### src/bech_pkg.sv
`default_nettype none

package bech_pkg;

  localparam logic [6:0]  CharCountSat   = 7'd127;
  localparam logic [6:0]  MinChars       = 7'd6;
  localparam logic [6:0]  MinDataSymbols = 7'd7;
  localparam logic [6:0]  ResultByteLimit = 7'd51;
  localparam logic [5:0]  BadSymbol      = 6'd32;
  localparam logic [7:0]  DelimChar      = 8'h31;
  localparam logic [7:0]  QChar          = 8'h71;
  localparam logic [7:0]  VersionBase    = 8'd80;
  localparam logic [4:0]  MaxVersion     = 5'd16;
  localparam logic [3:0]  ByteBits       = 4'd8;
  localparam logic [3:0]  SymBits        = 4'd5;
  localparam logic [29:0] ChecksumInit   = 30'h1;
  localparam logic [29:0] TargetBech32   = 30'h1;
  localparam logic [29:0] TargetBech32m  = 30'h2bc830a3;

  localparam logic [29:0] PolyGen [5] = '{
    30'h3b6a57b2, 30'h26508e6d, 30'h1ea119fa, 30'h3d4233dd, 30'h2a1462b3
  };

  typedef struct packed {
    logic take;
    logic replay;
    logic emit;
  } bech_cmd_t;

  typedef struct packed {
    logic start_replay;
    logic replay_last;
    logic emit_done;
  } bech_sts_t;

  function automatic logic [29:0] polymod_step(input logic [29:0] chk, input logic [4:0] sym);
    logic [29:0] r;
    r = {chk[24:0], sym};
    for (int k = 0; k < 5; k++) begin
      if (chk[25+k]) begin
        r = r ^ PolyGen[k];
      end
    end
    return r;
  endfunction

  function automatic logic [5:0] charset_lookup(input logic [6:0] c);
    logic [6:0] key;
    key = (c >= 7'h60) ? (c - 7'h20) : c;
    unique case (key)
      7'h30:   return 6'd15;
      7'h32:   return 6'd10;
      7'h33:   return 6'd17;
      7'h34:   return 6'd21;
      7'h35:   return 6'd20;
      7'h36:   return 6'd26;
      7'h37:   return 6'd30;
      7'h38:   return 6'd7;
      7'h39:   return 6'd5;
      7'h41:   return 6'd29;
      7'h43:   return 6'd24;
      7'h44:   return 6'd13;
      7'h45:   return 6'd25;
      7'h46:   return 6'd9;
      7'h47:   return 6'd8;
      7'h48:   return 6'd23;
      7'h4a:   return 6'd18;
      7'h4b:   return 6'd22;
      7'h4c:   return 6'd31;
      7'h4d:   return 6'd27;
      7'h4e:   return 6'd19;
      7'h50:   return 6'd1;
      7'h51:   return 6'd0;
      7'h52:   return 6'd3;
      7'h53:   return 6'd16;
      7'h54:   return 6'd11;
      7'h55:   return 6'd28;
      7'h56:   return 6'd12;
      7'h57:   return 6'd14;
      7'h58:   return 6'd6;
      7'h59:   return 6'd4;
      7'h5a:   return 6'd2;
      default: return BadSymbol;
    endcase
  endfunction

endpackage

`default_nettype wire

### src/bech_if.sv
`default_nettype none

interface bech_char_if;
  logic       valid;
  logic       ready;
  logic [7:0] char_code;
  logic       final_char;

  modport source(output valid, output char_code, output final_char, input ready);
  modport sink(input valid, input char_code, input final_char, output ready);
endinterface

interface bech_script_if;
  logic       valid;
  logic       ready;
  logic [7:0] script_byte;
  logic       accepted;
  logic       run_end;

  modport source(output valid, output script_byte, output accepted, output run_end, input ready);
  modport sink(input valid, input script_byte, input accepted, input run_end, output ready);
endinterface

`default_nettype wire

### src/bech32_address_decoder_unit.sv
// Streaming bech32/bech32m segwit address decoder.
// char_i takes one ASCII character per transfer, final_char set on the last one
// of an address. script_o returns the decoded script: version opcode, program
// length, then the program bytes, accepted set on each and run_end on the last.
// A rejected address yields a single result with byte zero, accepted clear and
// run_end set.
// Throughput: one character per cycle while char_i is ready. After the
// delimiter, the shared checksum step replays the buffered low parts from the
// prefix memory. After the final character, results follow at one per cycle
// while script_o is ready (one output register, program bytes read ahead from
// the program memory). char_i is not ready during replay and result emission;
// it is ready again in the cycle after the last result enters the output
// register, while that result may still wait. A stalled receiver holds the
// output register and emission pauses. Reset clears the address registers
// except the symbol delay line and prefix memory, and drops any pending result.
`default_nettype none

module bech32_address_decoder_unit
  import bech_pkg::*;
#(
  parameter int unsigned MAX_ADDRESS_CHARS = 90,
  parameter int unsigned PROGRAM_DEPTH     = 64
) (
  input  logic        clk_i,
  input  logic        rst_ni,
  bech_char_if.sink   char_i,
  bech_script_if.source script_o
);

  bech_cmd_t cmd;
  bech_sts_t sts;

  bech_ctrl u_ctrl (
    .clk_i      (clk_i),
    .rst_ni     (rst_ni),
    .in_valid_i (char_i.valid),
    .in_final_i (char_i.final_char),
    .in_ready_o (char_i.ready),
    .cmd_o      (cmd),
    .sts_i      (sts)
  );

  bech_dp #(
    .MAX_ADDRESS_CHARS (MAX_ADDRESS_CHARS),
    .PROGRAM_DEPTH     (PROGRAM_DEPTH)
  ) u_dp (
    .clk_i         (clk_i),
    .rst_ni        (rst_ni),
    .cmd_i         (cmd),
    .char_code_i   (char_i.char_code),
    .sts_o         (sts),
    .out_valid_o   (script_o.valid),
    .out_ready_i   (script_o.ready),
    .script_byte_o (script_o.script_byte),
    .accepted_o    (script_o.accepted),
    .run_end_o     (script_o.run_end)
  );

endmodule

`default_nettype wire

### src/bech_ctrl.sv
`default_nettype none

module bech_ctrl
  import bech_pkg::*;
(
  input  logic      clk_i,
  input  logic      rst_ni,
  input  logic      in_valid_i,
  input  logic      in_final_i,
  output logic      in_ready_o,
  output bech_cmd_t cmd_o,
  input  bech_sts_t sts_i
);

  localparam logic [1:0] StIdle   = 2'd0;
  localparam logic [1:0] StReplay = 2'd1;
  localparam logic [1:0] StEmit   = 2'd2;

  logic [1:0] state_q, state_d;
  logic       fin_q, fin_d;

  assign in_ready_o   = (state_q == StIdle);
  assign cmd_o.take   = (state_q == StIdle) && in_valid_i;
  assign cmd_o.replay = (state_q == StReplay);
  assign cmd_o.emit   = (state_q == StEmit);

  always_comb begin
    state_d = state_q;
    fin_d   = fin_q;
    unique case (state_q)
      StIdle: begin
        if (in_valid_i) begin
          fin_d = in_final_i;
          if (sts_i.start_replay) begin
            state_d = StReplay;
          end else if (in_final_i) begin
            state_d = StEmit;
          end
        end
      end
      StReplay: begin
        if (sts_i.replay_last) begin
          state_d = fin_q ? StEmit : StIdle;
        end
      end
      StEmit: begin
        if (sts_i.emit_done) begin
          state_d = StIdle;
        end
      end
      default: state_d = StIdle;
    endcase
  end

  always_ff @(posedge clk_i or negedge rst_ni) begin
    if (!rst_ni) begin
      state_q <= StIdle;
      fin_q   <= 1'b0;
    end else begin
      state_q <= state_d;
      fin_q   <= fin_d;
    end
  end

endmodule

`default_nettype wire

### src/bech_dp.sv
`default_nettype none

module bech_dp
  import bech_pkg::*;
#(
  parameter int unsigned MAX_ADDRESS_CHARS = 90,
  parameter int unsigned PROGRAM_DEPTH     = 64
) (
  input  logic       clk_i,
  input  logic       rst_ni,
  input  bech_cmd_t  cmd_i,
  input  logic [7:0] char_code_i,
  output bech_sts_t  sts_o,
  output logic       out_valid_o,
  input  logic       out_ready_i,
  output logic [7:0] script_byte_o,
  output logic       accepted_o,
  output logic       run_end_o
);

  localparam int unsigned PW        = $clog2(PROGRAM_DEPTH);
  localparam logic [6:0]  MaxChars  = 7'(MAX_ADDRESS_CHARS);
  localparam logic [7:0]  ProgDepth = 8'(PROGRAM_DEPTH);

  logic [4:0]  prefix_mem [128];
  logic [7:0]  prog_mem   [PROGRAM_DEPTH];

  logic [6:0]  cc_q, cc_d;
  logic        delim_q, delim_d;
  logic [29:0] csum_q, csum_d;
  logic [4:0]  dly_q [6];
  logic [4:0]  dly_d [6];
  logic [6:0]  dsc_q, dsc_d;
  logic [4:0]  ver_q, ver_d;
  logic        firstq_q, firstq_d;
  logic [11:0] acc_q, acc_d;
  logic [3:0]  bits_q, bits_d;
  logic [6:0]  plen_q, plen_d;
  logic        err_q, err_d;
  logic [6:0]  rep_len_q, rep_len_d;
  logic [6:0]  rep_idx_q, rep_idx_d;
  logic [6:0]  em_idx_q, em_idx_d;
  logic [4:0]  pre_rd_q;
  logic [7:0]  prog_rd_q;
  logic        out_valid_q, out_valid_d;
  logic [7:0]  out_byte_q, out_byte_d;
  logic        out_acc_q, out_acc_d;
  logic        out_end_q, out_end_d;

  logic        err_n;
  logic [5:0]  sym;
  logic [11:0] acc_n;
  logic [3:0]  bits_n;
  logic [3:0]  byte_sh;
  logic        feed_en;
  logic [4:0]  feed_val;
  logic        pre_we;
  logic        prog_we;
  logic [7:0]  prog_wdata;
  logic [6:0]  pre_raddr;
  logic [6:0]  prog_raddr;
  logic        ok;
  logic        out_free;
  logic        em_adv;
  logic        em_last;
  logic        done;
  logic [29:0] target;
  logic [7:0]  pad_mask;

  assign target   = firstq_q ? TargetBech32 : TargetBech32m;
  assign pad_mask = 8'((9'd1 << bits_q) - 9'd1);
  assign ok = !err_q && (cc_q >= MinChars) && (cc_q <= MaxChars) && delim_q
           && (dsc_q >= MinDataSymbols) && (csum_q == target) && (bits_q < SymBits)
           && ((acc_q[7:0] & pad_mask) == 8'd0) && (plen_q != 7'd0)
           && (ver_q <= MaxVersion);
  assign out_free = !out_valid_q || out_ready_i;
  assign em_adv   = cmd_i.emit && out_free;
  assign em_last  = (em_idx_q == (plen_q + 7'd1));

  assign pre_raddr  = cmd_i.replay ? (rep_idx_q + 7'd1) : 7'd0;
  assign prog_raddr = em_adv ? (em_idx_q - 7'd1) : (em_idx_q - 7'd2);

  always_comb begin
    cc_d        = cc_q;
    delim_d     = delim_q;
    csum_d      = csum_q;
    dly_d       = dly_q;
    dsc_d       = dsc_q;
    ver_d       = ver_q;
    firstq_d    = firstq_q;
    acc_d       = acc_q;
    bits_d      = bits_q;
    plen_d      = plen_q;
    err_d       = err_q;
    rep_len_d   = rep_len_q;
    rep_idx_d   = rep_idx_q;
    em_idx_d    = em_idx_q;
    out_valid_d = out_valid_q && !out_ready_i;
    out_byte_d  = out_byte_q;
    out_acc_d   = out_acc_q;
    out_end_d   = out_end_q;
    err_n       = 1'b0;
    sym         = charset_lookup(char_code_i[6:0]);
    acc_n       = {acc_q[6:0], dly_q[0]};
    bits_n      = bits_q + SymBits;
    byte_sh     = bits_n - ByteBits;
    feed_en     = 1'b0;
    feed_val    = 5'd0;
    pre_we      = 1'b0;
    prog_we     = 1'b0;
    prog_wdata  = 8'(acc_n >> byte_sh);
    sts_o       = '0;
    done        = 1'b0;

    if (cmd_i.take) begin
      cc_d  = (cc_q == CharCountSat) ? cc_q : (cc_q + 7'd1);
      err_n = err_q || (cc_q >= MaxChars) || char_code_i[7];
      err_d = err_n;
      if (!err_n) begin
        if (!delim_q) begin
          if (char_code_i == DelimChar) begin
            delim_d            = 1'b1;
            feed_en            = 1'b1;
            rep_len_d          = cc_q;
            rep_idx_d          = 7'd0;
            sts_o.start_replay = (cc_q != 7'd0);
          end else begin
            feed_en  = 1'b1;
            feed_val = {2'b00, char_code_i[7:5]};
            pre_we   = 1'b1;
          end
        end else if (sym == BadSymbol) begin
          err_d = 1'b1;
        end else begin
          feed_en  = 1'b1;
          feed_val = sym[4:0];
          if (dsc_q == 7'd0) begin
            ver_d    = sym[4:0];
            firstq_d = (char_code_i == QChar);
          end else begin
            for (int i = 0; i < 5; i++) begin
              dly_d[i] = dly_q[i+1];
            end
            dly_d[5] = sym[4:0];
            if (dsc_q >= MinDataSymbols) begin
              acc_d  = acc_n;
              bits_d = bits_n;
              if (bits_n >= ByteBits) begin
                bits_d = byte_sh;
                if (({1'b0, plen_q} >= ProgDepth) || (plen_q >= ResultByteLimit)) begin
                  err_d = 1'b1;
                end else begin
                  prog_we = 1'b1;
                  plen_d  = plen_q + 7'd1;
                end
              end
            end
          end
          dsc_d = (dsc_q == CharCountSat) ? dsc_q : (dsc_q + 7'd1);
        end
      end
    end

    if (cmd_i.replay) begin
      feed_en           = 1'b1;
      feed_val          = pre_rd_q;
      rep_idx_d         = rep_idx_q + 7'd1;
      sts_o.replay_last = ((rep_idx_q + 7'd1) == rep_len_q);
    end

    if (feed_en) begin
      csum_d = polymod_step(csum_q, feed_val);
    end

    if (em_adv) begin
      out_valid_d = 1'b1;
      em_idx_d    = em_idx_q + 7'd1;
      if ((em_idx_q == 7'd0) && !ok) begin
        out_byte_d = 8'd0;
        out_acc_d  = 1'b0;
        out_end_d  = 1'b1;
        done       = 1'b1;
      end else begin
        if (em_idx_q == 7'd0) begin
          out_byte_d = (ver_q == 5'd0) ? 8'd0 : (VersionBase + {3'b000, ver_q});
        end else if (em_idx_q == 7'd1) begin
          out_byte_d = {1'b0, plen_q};
        end else begin
          out_byte_d = prog_rd_q;
        end
        out_acc_d = 1'b1;
        out_end_d = em_last;
        done      = em_last;
      end
    end

    if (done) begin
      cc_d     = 7'd0;
      delim_d  = 1'b0;
      csum_d   = ChecksumInit;
      dsc_d    = 7'd0;
      ver_d    = 5'd0;
      firstq_d = 1'b0;
      acc_d    = 12'd0;
      bits_d   = 4'd0;
      plen_d   = 7'd0;
      err_d    = 1'b0;
      em_idx_d = 7'd0;
    end
    sts_o.emit_done = done;
  end

  always_ff @(posedge clk_i or negedge rst_ni) begin
    if (!rst_ni) begin
      cc_q        <= 7'd0;
      delim_q     <= 1'b0;
      csum_q      <= ChecksumInit;
      dsc_q       <= 7'd0;
      ver_q       <= 5'd0;
      firstq_q    <= 1'b0;
      acc_q       <= 12'd0;
      bits_q      <= 4'd0;
      plen_q      <= 7'd0;
      err_q       <= 1'b0;
      rep_len_q   <= 7'd0;
      rep_idx_q   <= 7'd0;
      em_idx_q    <= 7'd0;
      out_valid_q <= 1'b0;
    end else begin
      cc_q        <= cc_d;
      delim_q     <= delim_d;
      csum_q      <= csum_d;
      dsc_q       <= dsc_d;
      ver_q       <= ver_d;
      firstq_q    <= firstq_d;
      acc_q       <= acc_d;
      bits_q      <= bits_d;
      plen_q      <= plen_d;
      err_q       <= err_d;
      rep_len_q   <= rep_len_d;
      rep_idx_q   <= rep_idx_d;
      em_idx_q    <= em_idx_d;
      out_valid_q <= out_valid_d;
    end
  end

  always_ff @(posedge clk_i) begin
    dly_q      <= dly_d;
    out_byte_q <= out_byte_d;
    out_acc_q  <= out_acc_d;
    out_end_q  <= out_end_d;
  end

  always_ff @(posedge clk_i) begin
    if (pre_we) begin
      prefix_mem[cc_q] <= char_code_i[4:0];
    end
    pre_rd_q <= prefix_mem[pre_raddr];
  end

  always_ff @(posedge clk_i) begin
    if (prog_we) begin
      prog_mem[plen_q[PW-1:0]] <= prog_wdata;
    end
    prog_rd_q <= prog_mem[prog_raddr[PW-1:0]];
  end

  assign out_valid_o   = out_valid_q;
  assign script_byte_o = out_byte_q;
  assign accepted_o    = out_acc_q;
  assign run_end_o     = out_end_q;

endmodule

`default_nettype wire

### src/flat_wrapper.sv
// flat-port wrapper written by rule: the top's interface ports become plain ports
module bech32_address_decoder_unit_flat import bech_pkg::*;
#(
  parameter int unsigned MAX_ADDRESS_CHARS = 90,
  parameter int unsigned PROGRAM_DEPTH     = 64
)
  (clk_i, rst_ni, char_i_valid, char_i_char_code, char_i_final_char, char_i_ready, script_o_valid, script_o_script_byte, script_o_accepted, script_o_run_end, script_o_ready);
  bech_char_if char_i_i ();
  bech_script_if script_o_i ();
  input  logic clk_i;
  input  logic rst_ni;
  input wire logic [$bits(char_i_i.valid)-1:0] char_i_valid;
  input wire logic [$bits(char_i_i.char_code)-1:0] char_i_char_code;
  input wire logic [$bits(char_i_i.final_char)-1:0] char_i_final_char;
  output wire logic [$bits(char_i_i.ready)-1:0] char_i_ready;
  output wire logic [$bits(script_o_i.valid)-1:0] script_o_valid;
  output wire logic [$bits(script_o_i.script_byte)-1:0] script_o_script_byte;
  output wire logic [$bits(script_o_i.accepted)-1:0] script_o_accepted;
  output wire logic [$bits(script_o_i.run_end)-1:0] script_o_run_end;
  input wire logic [$bits(script_o_i.ready)-1:0] script_o_ready;
  assign char_i_i.valid = char_i_valid;
  assign char_i_i.char_code = char_i_char_code;
  assign char_i_i.final_char = char_i_final_char;
  assign char_i_ready = char_i_i.ready;
  assign script_o_valid = script_o_i.valid;
  assign script_o_script_byte = script_o_i.script_byte;
  assign script_o_accepted = script_o_i.accepted;
  assign script_o_run_end = script_o_i.run_end;
  assign script_o_i.ready = script_o_ready;
  bech32_address_decoder_unit #(.MAX_ADDRESS_CHARS(MAX_ADDRESS_CHARS), .PROGRAM_DEPTH(PROGRAM_DEPTH)) u_core (.clk_i(clk_i), .rst_ni(rst_ni), .char_i(char_i_i), .script_o(script_o_i));
endmodule
### config.mk
export PLATFORM = sky130hd
export DESIGN_NAME = bech32_address_decoder_unit_flat
export DESIGN_NICKNAME = d
export VERILOG_FILES = /design/src/bech_pkg.sv /design/src/bech_if.sv /design/src/bech32_address_decoder_unit.sv /design/src/bech_ctrl.sv /design/src/bech_dp.sv /design/src/flat_wrapper.sv
export SDC_FILE = /design/constraint.sdc
export NUM_CORES = 2
export LEC_CHECK = 0
export ABC_AREA = 0
export BUFFER_PORTS_ARGS = -buffer_cell sky130_fd_sc_hd__buf_2
export CAP_MARGIN = 5
export CORE_MARGIN = 2
export CORE_UTILIZATION = 60
export CTS_BUF_LIST = sky130_fd_sc_hd__clkbuf_8
export CTS_CLUSTER_SIZE = 40
export DETAILED_ROUTE_END_ITERATION = 8
export GPL_TIMING_DRIVEN = 0
export PLACE_DENSITY_LB_ADDON = 0.3
export SKIP_LAST_GASP = 1
export SYNTH_ARGS = -nofsm -noshare
export SYNTH_HDL_FRONTEND = slang
export SYNTH_SLANG_ARGS = --single-unit
### constraint.sdc
create_clock -name clk_i -period 6.4 [get_ports clk_i]
set_input_delay 0 -clock clk_i [delete_from_list [all_inputs] [get_ports clk_i]]
set_output_delay 0 -clock clk_i [all_outputs]
set_load 0.02 [all_outputs]
==> run metrics <==
post-synthesis sequential area ratio between 70 and 80%; Sequential Power Share a little under half; Clock Latency Late Sink 0.92 ns; first-pass GRT wire length around 210000 um; worst hold path type input pin to flop; commonest cells after routing, fill and taps aside edfxtp_1 (1192), conb_1 (294), nand2_1 (227); Rows 109; Slew Limit Fails 0; crit path max-delay cell type clkbuf_1; Setup crit start kind flop; clk_skew 0.0588 ns; crit path kind flop to flop; CTS tree done; Detailed Place HPWL roughly 95000 um; Switching Share 32.1%; part of the cycle the worst path needs a little over nine tenths; Netlist cell types 94; HP Start char_i_valid; via count ~34000; vias in the first global route approximately 33000; GRT Max-Usage Layer met2; post_cts resized 0; Post-DRT Antenna Nets 0; Max-slew headroom 4.32%; P_int around 14 mW; Post-Syn Area roughly 0.054 mm2; grt met3 use 8.42%; Leak 22.2 nW; Initial Util between 60 and 70%; overall global routing resource usage between 30% and 40%; WP data arrival 6.69 ns; Main synth FF type edfxtp_1; NetSw ~6.7 mW; pwr dens around 340 mW/mm2; H-tree depth 4; met1 Usage GRT between 40 and 50%; grt ovf 0; nature of the critical path endpoint flop; peak ir drop on the vdd network a little under 0.3 mV; largest net degree at the start of global routing between 80 and 90; failing checks design-rule violations; Port Buffer Count 24; syn avg cell area 16.2 um2; CP dominant cell by count clkbuf_1; Ys Warns 0; Max clock buf depth 3; Synth async-reset ratio between 7 and 8%; Post-synth EDFFs about 1200; commonest non-fill, non-tap cell in the layout edfxtp_1; fin area 0.0609 mm2; vias per cell 6.45; Die ar. approximately 0.092 mm2; Total Neg Setup Slack 0 ns; post-layout min period around 6 ns; DRC violations left 15; drt total wl roughly 140000 um; Final Wtd Congestion a little under 1; RSZ-0062 raised after global routing no; clock transition at the registers of the reported paths about 0.070 ns; flop-to-flop setup slack ~0.33 ns; WHS about 0.057 ns; Tot Pwr approximately 21 mW; cell count after synthesis roughly 3300; CP cell instances ha_1 > clkbuf_1 > and3b_1 > clkbuf_1 > clkbuf_1 > clkbuf_1 > clkbuf_1 > a31oi_1 > o31a_1 > o31ai_1 > o21ai_0; Die X between 300 and 400 um; critical path startpoint u_core.u_dp.rep_idx_q[1]; Bufs and invs on worst path 5; layout cell share with drive strength beyond 1 between 10% and 20%; post-route insts no fill 5221; Yosys reg bits 1301; final hold vios 0; max incr delay on CP 0.93 ns; Placed Cells between 4000 and 5000; critical path fanouts, max 10; CP delay by family, top buffers and inverters; # hold bufs at CTS 18; initial antenna violation count 5; Post-DP Area between 0.05 and 0.06 mm2; fin nets between 3000 and 4000; Comb pwr share roughly a quarter; Slew @ Worst Pin approximately 1.4 ns; number of max-cap violations 0; required time worst endpoint 7.02 ns; drt pass-1 iters 9; area grow syn2layout 12.9%; final setup vio count 0; Die Y 304 um; routed length per instance 27.7 um; reg2reg start u_core.u_dp.rep_idx_q[1]; met2 Use GR between 40% and 50%; CTS root buf clkbuf_8; clock sink count between 1000 and 1500; Clk pwr share just under 30%; fmax 165 MHz; Core Area a little under 0.09 mm2; buffers inserted by post-CTS timing repair 0; CTS Buf Count 198; DR iter-0 viols between 5000 and 6000; io pins 25; outcome complete, but fails checks
[metrics by stage]
stage          setup WS, ns  utilization (%)
2_1_floorplan         0.740                -
4_1_cts                1.07             68.5
3_5_place_dp           1.08             64.4
5_1_grt               0.662             68.6
6_report              0.325             68.6
3_3_place_gp          -3.19             63.8
[worst min-delay path, stage by stage]
cell and delay, ns:
dlygate4sd3_1 0.53, buf_2 0.15, a21oi_1 0.15, a211oi_1 0.06
[area by class of cell]
class | count | area, um2
Clock inverter | 163 | 773
Multi-Input combinational cell | 2075 | 15600
Tap cell | 1165 | 1460
Inverter | 30 | 113
Antenna cell | 4 | 10.0
Buffer | 217 | 970
Fill cell | 5864 | 27900
Timing Repair Buffer | 68 | 791
Clock buffer | 198 | 2730
Sequential cell | 1301 | 38500
[final timing paths]
kind | cells after the start | end
worst min register to register | 0 | u_core.u_dp.dly_q[17]
worst max register to register | 11 | u_core.u_dp.pre_rd_q[1]
worst min-delay path | 4 | u_core.u_dp.err_q
max in group asynchronous | 4 | u_core.u_dp.csum_q[0]
worst max-delay path | 11 | u_core.u_dp.pre_rd_q[1]
min in group asynchronous | 4 | u_core.u_dp.acc_q[5]
[power by group through the flow]
stage          clock network, mW  logic (mW)  registers [mW]
5_1_grt                     6.56        5.20            9.72
2_1_floorplan                  0        3.15            9.86
3_5_place_dp                   0        4.84            9.87
4_1_cts                     6.20        4.87            9.70
6_report                    6.16        4.97            9.70
3_3_place_gp                   0        4.75            9.87
[per-layer routing]
| metal | vias to the layer above | routed length (um) |
|---|---|---|
| met5 | - | 125 |
| met4 | 10 | 9690 |
| met3 | 608 | 17600 |
| met2 | 2561 | 65900 |
| met1 | 16454 | 51300 |
| li1 | 14041 | - |
[Yosys cell counts (9+ instances only)]
master    number  area share (%)
edfxtp_1    1192              66
nand2_1      227             1.6
nor2_1       212             1.5
mux4_2       182             7.6
a21oi_1      160             1.5
clkbuf_1     127            0.88
dfrtp_1       95             4.4
mux2i_1       91             1.7
o21ai_0       83            0.77
nand3_1       81            0.75
mux2_2        72             1.5
a22oi_1       68            0.95
xnor2_1       68             1.1
buf_2         52            0.48
a22o_1        44            0.71
nor3_1        39            0.36
a211oi_1      38            0.53
ha_1          29            0.67
inv_1         29            0.20
o22ai_1       26            0.30
xor2_1        26            0.42
nor2b_1       25            0.29
o221ai_1      25            0.41
nor4_1        22            0.26
a31oi_1       20            0.23
and2_1        20            0.23
nand2b_1      20            0.23
buf_1         19            0.13
a311oi_1      16            0.26
and3_1        16            0.19
buf_4         14            0.19
a221oi_1      13            0.21
dfxtp_1       13            0.48
or3_1         13            0.15
a21o_1        11            0.15
nand4_1       11            0.13
nor3b_1        9            0.13
o211ai_1       9            0.13
[cell families (layout without fill, tap and decap cells)]
logic type / after synthesis / in the layout / share of synthesized area (%)
flip-flops: 1301 / 1301 / 71.3
AND/OR/NAND/NOR: 729 / 729 / 6.39
AO/OA/AOI/OAI: 582 / 582 / 7.28
multiplexers: 345 / 345 / 10.8
buffers and inverters: 247 / 676 / 2.01
XOR/XNOR: 95 / 95 / 1.56
adder cells (fa/ha/maj): 30 / 30 / 0.691
other: 1 / 298 / 0.00695
[sequential cells by signal, indices dropped and copies added, names as in the netlist, 8 cells and up]
signal	count
u_core.u_dp.prefix_mem	640
u_core.u_dp.dly_q	25
u_core.u_dp.prog_rd_q	8
u_core.u_dp.prog_mem	512
u_core.u_dp.csum_q	30
u_core.u_dp.script_byte_o	8
u_core.u_dp.acc_q	8
(Power assumes the default switching activity.)
